===== config.mk =====
export PLATFORM = sky130hd
export DESIGN_NAME = ptc_front_flat
export DESIGN_NICKNAME = d
export VERILOG_FILES = /design/src/rtl/ptc_pkg.sv /design/src/rtl/ptc_if.sv /design/src/rtl/ptc_front.sv /design/src/flat_wrapper.sv
export SDC_FILE = /design/constraint.sdc
export NUM_CORES = 1
export LEC_CHECK = 0
export ABC_CLOCK_PERIOD_IN_PS = 6100
export BUFFER_PORTS_ARGS = -buffer_cell sky130_fd_sc_hd__buf_2
export CAP_MARGIN = 20
export CORE_UTILIZATION = 46
export CTS_BUF_LIST = sky130_fd_sc_hd__clkbuf_16
export CTS_CLUSTER_DIAMETER = 120
export DETAILED_ROUTE_END_ITERATION = 10
export PLACE_DENSITY = 0.77
export SLEW_MARGIN = 15
export SYNTH_ARGS = -nofsm -noshare
export SYNTH_HDL_FRONTEND = slang
export SYNTH_SLANG_ARGS = --single-unit

===== constraint.sdc =====
create_clock -name clock -period 6.1 [get_ports clock]
set_input_delay 0 -clock clock [delete_from_list [all_inputs] [get_ports clock]]
set_output_delay 0 -clock clock [all_outputs]
set_load 0.01 [all_outputs]

===== src/rtl/ptc_pkg.sv =====
// ----------------------------------------------------------------------------
// ptc_pkg
// Shared types and constants of the planar texture coordinate block.
// ----------------------------------------------------------------------------
package ptc_pkg;

   localparam int COORD_W   = 32;
   localparam int NRM_W     = 16;
   localparam int DIM_REG_W = 13;
   localparam int IDX_W     = 12;
   localparam int UNIT_W    = 16;
   localparam int DIFF_W    = COORD_W + 1;
   localparam int UNIT_FRAC = 14;
   localparam int CSR_IDX_W = 3;

   localparam logic [CSR_IDX_W-1:0] CSR_PLANE_X  = 3'd0;
   localparam logic [CSR_IDX_W-1:0] CSR_PLANE_Y  = 3'd1;
   localparam logic [CSR_IDX_W-1:0] CSR_PLANE_Z  = 3'd2;
   localparam logic [CSR_IDX_W-1:0] CSR_NORMAL_X = 3'd3;
   localparam logic [CSR_IDX_W-1:0] CSR_NORMAL_Y = 3'd4;
   localparam logic [CSR_IDX_W-1:0] CSR_NORMAL_Z = 3'd5;
   localparam logic [CSR_IDX_W-1:0] CSR_TEX_H    = 3'd6;
   localparam logic [CSR_IDX_W-1:0] CSR_TEX_W    = 3'd7;

   typedef struct packed {
      logic signed [UNIT_W-1:0] x;
      logic signed [UNIT_W-1:0] y;
      logic signed [UNIT_W-1:0] z;
   } unit_vec_type;

   typedef struct packed {
      unit_vec_type u1;
      unit_vec_type u2;
      logic         degenerate;
   } axes_type;

   typedef struct packed {
      logic signed [DIFF_W-1:0] x;
      logic signed [DIFF_W-1:0] y;
      logic signed [DIFF_W-1:0] z;
   } diff_type;

endpackage


===== src/rtl/ptc_if.sv =====
// ----------------------------------------------------------------------------
// ptc_if
// Request and response channel interfaces, valid/ready handshake.
// ----------------------------------------------------------------------------
interface ptc_req_if;
   logic               valid;
   logic               ready;
   logic signed [31:0] point_x;
   logic signed [31:0] point_y;
   logic signed [31:0] point_z;
   modport source (output valid, output point_x, output point_y, output point_z,
                   input ready);
   modport sink (input valid, input point_x, input point_y, input point_z,
                 output ready);
endinterface



===== src/rtl/ptc_front.sv =====
// ----------------------------------------------------------------------------
// ptc_front
// Accepts hit points and forms the offset from the plane point.
// ----------------------------------------------------------------------------
module ptc_front (
   input  logic                 clock,
   input  logic                 reset,
   ptc_req_if.sink              req,
   input  logic signed [31:0]   plane_x,
   input  logic signed [31:0]   plane_y,
   input  logic signed [31:0]   plane_z,
   input  logic                 hold,
   input  logic                 q_full,
   output logic                 push,
   output ptc_pkg::diff_type    push_data
);

   logic              v_ff;
   ptc_pkg::diff_type d_ff;
   logic              free;

   assign push      = v_ff && !q_full;
   assign free      = !v_ff || !q_full;
   assign req.ready = free && !hold;
   assign push_data = d_ff;

   always_ff @(posedge clock) begin
      if (reset) begin
         v_ff <= 1'b0;
      end else if (free) begin
         v_ff <= req.valid && req.ready;
      end
      if (free) begin
         d_ff.x <= 33'(req.point_x) - 33'(plane_x);
         d_ff.y <= 33'(req.point_y) - 33'(plane_y);
         d_ff.z <= 33'(req.point_z) - 33'(plane_z);
      end
   end

endmodule


===== src/flat_wrapper.sv =====
// flat-port wrapper written by rule: the top's interface ports become plain ports
module ptc_front_flat 
  (clock, reset, plane_x, plane_y, plane_z, hold, q_full, push, push_data, req_valid, req_point_x, req_point_y, req_point_z, req_ready);
  ptc_req_if req_i ();
  input  logic clock;
  input  logic reset;
  input  logic signed [31:0] plane_x;
  input  logic signed [31:0] plane_y;
  input  logic signed [31:0] plane_z;
  input  logic hold;
  input  logic q_full;
  output logic push;
  output ptc_pkg::diff_type push_data;
  input wire logic [$bits(req_i.valid)-1:0] req_valid;
  input wire logic [$bits(req_i.point_x)-1:0] req_point_x;
  input wire logic [$bits(req_i.point_y)-1:0] req_point_y;
  input wire logic [$bits(req_i.point_z)-1:0] req_point_z;
  output wire logic [$bits(req_i.ready)-1:0] req_ready;
  assign req_i.valid = req_valid;
  assign req_i.point_x = req_point_x;
  assign req_i.point_y = req_point_y;
  assign req_i.point_z = req_point_z;
  assign req_ready = req_i.ready;
  ptc_front u_core (.clock(clock), .reset(reset), .req(req_i), .plane_x(plane_x), .plane_y(plane_y), .plane_z(plane_z), .hold(hold), .q_full(q_full), .push(push), .push_data(push_data));
endmodule

==> flow_summary.toml <==
[cts]
htreeDepth = 3
cts_root_buffer = "clkbuf_16"
numCtsBuffers = 9
clk-insertion-delay-late_ns = 0.35
cts_buffer_depth = 2
clk_pin_slew_worst_paths_ns = 0.08
cts_sinks = 100
cts_tree = "yes"

[timing]
fin_setup_tns_ns = 0
rsz0062_at_grt = "no"
relSlewSlack_pct = 41.5
fin_skew_ns = 0.0107
fin_ws_ns = 3.06
finalHoldViolCount = 0
clock.fmax_mhz = 329
maxSlewViolCount = 0
worst_pin_slew_ns = 0.878
fin_crit_ns = 3.04
finalSetupViolCount = 0
finalCritPeriodShare_pct = 49.8

[die]
die_area_mm2 = 0.0180
ioPinCount = 298
start_util_pct = 46.9
core_mm2 = 0.0172
die_h_um = 134
core.rowCount = 48
die_w_um = 134

[placement]
place_ws_ns = 2.75
hpwl_um = 16100
gp_congestion = 0.856
numPortBuffers = 297

[power]
power_frac_clock_pct = 24.6
p_int_mw = 1.62
p_switching_uw = 757
power_frac_comb_pct = 34.8
seqPwrFrac_pct = 40.6
powerDensity_mw_per_mm2 = 236
swShare_pct = 31.8
worst_ir_drop_vdd_uv = 178
leakagePower_nw = 5.12

[detailed_routing]
drt-total-wl_um = 19700
viasPerCell = 5.21
wl_met1_um = 8090
drc = 0
wl_per_cell_um = 14.1
antenna_left = 0
wl_met2_um = 9470
routed.top_layer = "met5"
dr.pass1.iters = 6
drt_iter0_drc = 243
vias = 7260
wl_met3_um = 1440

[setup_path]
r2r_setup_slack_ns = 4.14
cp_max_fo = 3
cp_slowest_cell = "a211oi_1"
cp_slowest_stage_delay_ns = 0.50
rr_worst_depth = 2
regToRegStartpoint = "u_core.v_ff$_SDFFE_PP0N_"
crit_type = "in2reg"
worstSetupEndpointType = "register"
rr_endpoint = "u_core.push_data[31]$_DFFE_PN_"
worst_ep_required_time_ns = 6.20
path_common_cell = "o21ai_0"
cp_data_arrival_time_ns = 3.13
startpoint_type = "input port"
worstPathCellList = "buf_2 -> inv_1 -> ha_1 -> fa_1 -> nor2b_1 -> o211ai_1 -> a211oi_1 -> o2111ai_1 -> o221ai_1 -> a21oi_1 -> o311ai_1 -> a31oi_1 -> o21ai_0 -> o21ai_0"

[synthesis]
ys_seq_elements = 100
synthTopCellsByCount = "inv_1, edfxtp_1, ha_1"
postSynthNetCount = 1159
yosysTopAreaCell = "edfxtp_1"
netlist_area_mm2 = 0.00805
post_synth.cell_area_avg_um2 = 9.33
synth_top_cell_area_share_pct = 36.9
yosysSeqAreaShare_pct = 37.2
ys.warnings.count = 0
synth-main-ff-cell = "edfxtp_1"
synthArstFlopShare_pct = 0
synth_cell_types = 56
synth-edff-count = 99
postSynthCellCount = 863
synth_area_leaders = "edfxtp_1, ha_1, inv_1, xnor2_1, a21oi_1"
yosysMostFrequentCell = "inv_1"

[outcome]
status = "completed"

[hold_path]
min_from = "plane_y[0]"
hold_end = "u_core.push_data[33]$_DFFE_PN_"
whs_path_depth = 3
worstHoldPathType = "in2reg"

[finish]
drive_above_1_share_pct = 27.7
syn_to_final_growth_pct = 25.5
fillCellCount = 1560
nets = 1459

[global_route]
grt_pass1_wl_um = 30800
grt_overflow = 0
grt_pass1_vias = 6816
grt.total_usage_pct = 21.3
grt_max_degree = 67
grt_antenna_before_repair = 3

[run]
drv_cap = 0
## through the flow
step           instance area (um^2)  util [%]  power, mW  hold WS (ns)  std cells
6_report                      10100      58.8       2.38        0.0235       1394
5_1_grt                       10100      58.8       2.52        0.0175       1393
4_1_cts                       10100      58.8       2.40        0.0157       1393
3_5_place_dp                   9780      57.0       1.81         0.155       1375
3_3_place_gp                   9780      57.0       1.80         0.156       1375
2_1_floorplan                  8050         -       1.51        0.0441        863
## flip-flops by register name, indices dropped and copies added, names as in the netlist
signal            cells
u_core.v_ff           1
u_core.push_data     99
## routing by layer
layer  up-vias  GRT usage, %
met4         4          8.86
met3        47          5.44
met5         -             0
li1       3710             -
met1      3264          24.6
met2       235          37.5
## power groups by stage
stage,clock network [mW],registers [mW],logic (mW)
CTS,0.597,0.969,0.832
finish,0.585,0.967,0.828
global placement,0,0.980,0.815
floorplan,0,1.07,0.441
detailed placement,0,0.982,0.828
global route,0.620,0.981,0.917
## worst max path at each step
stage                                   startpoint                             end  slack (ns)  cells past startpoint
after floorplan           u_core.v_ff$_SDFFE_PP0N_   u_core.push_data[0]$_DFFE_PN_        3.20                      1
after global placement              req_point_x[0]  u_core.push_data[98]$_DFFE_PN_        2.88                     14
after detailed placement            req_point_x[0]  u_core.push_data[98]$_DFFE_PN_        2.75                     14
after CTS                           req_point_x[0]  u_core.push_data[98]$_DFFE_PN_        3.11                     14
after global routing                req_point_x[0]  u_core.push_data[98]$_DFFE_PN_        2.91                     14
final                               req_point_x[0]  u_core.push_data[98]$_DFFE_PN_        3.06                     14
## cells by family (layout without fill, tap and decap cells)
| group | count (synthesis) | after routing | share of synthesized area [%] |
|---|---|---|---|
| compound gates | 257 | 257 | 20.5 |
| mux | 1 | 1 | 0.124 |
| fa+ha+maj | 99 | 99 | 15.7 |
| xor+xnor | 77 | 77 | 8.38 |
| flops | 100 | 100 | 37.2 |
| other cells | 0 | 1 | 0 |
| simple gates | 188 | 188 | 11.4 |
| buf+inv | 141 | 446 | 6.67 |
## layout make-up
| class | instances | area [um^2] | area share [%] |
|---|---|---|---|
| multi-input cells | 622 | 4530 | 44.8 |
| well taps | 225 | 282 | 2.79 |
| diodes | 1 | 2.50 | 0.0248 |
| clock inverters | 7 | 67.6 | 0.669 |
| flip-flops and latches | 100 | 2990 | 29.6 |
| clock buffers | 9 | 225 | 2.23 |
| repair buffers | 300 | 1510 | 15.0 |
| inverters | 130 | 488 | 4.83 |
## cell usage in the layout (no fill, tap or decap), drive strengths merged, types with 3 or more instances in the layout
cell type,count
nand3,15
nor2,47
o21bai,6
a21o,39
fa,3
o21a,13
buf,298
o2111ai,5
clkbuf,9
nand2b,8
edfxtp,99
o211ai,9
and2,7
a221o,3
o21ai,51
nor3,7
nor2b,12
inv,134
nor4,3
xnor2,53
a2111oi,3
or3,4
nand4,15
xor2,24
nand2,51
ha,96
or2,5
a31oi,13
a21oi,79
and3,7
a211oi,14
## critical path, delay by kind of cell
kind	cells	cell delay, ns
and+or+nand+nor	1	0.19
AOI/OAI and AO/OA	9	2.22
buffers and inverters	2	0.10
adders and majority gates	2	0.61
## repair_timing
action | CTS | global route
gates resized for setup | 0 | 0
hold endpoints to repair | 1 | 0
hold buffers | 2 | 0
buffers inserted | 0 | 0
(Power assumes the default switching activity.)
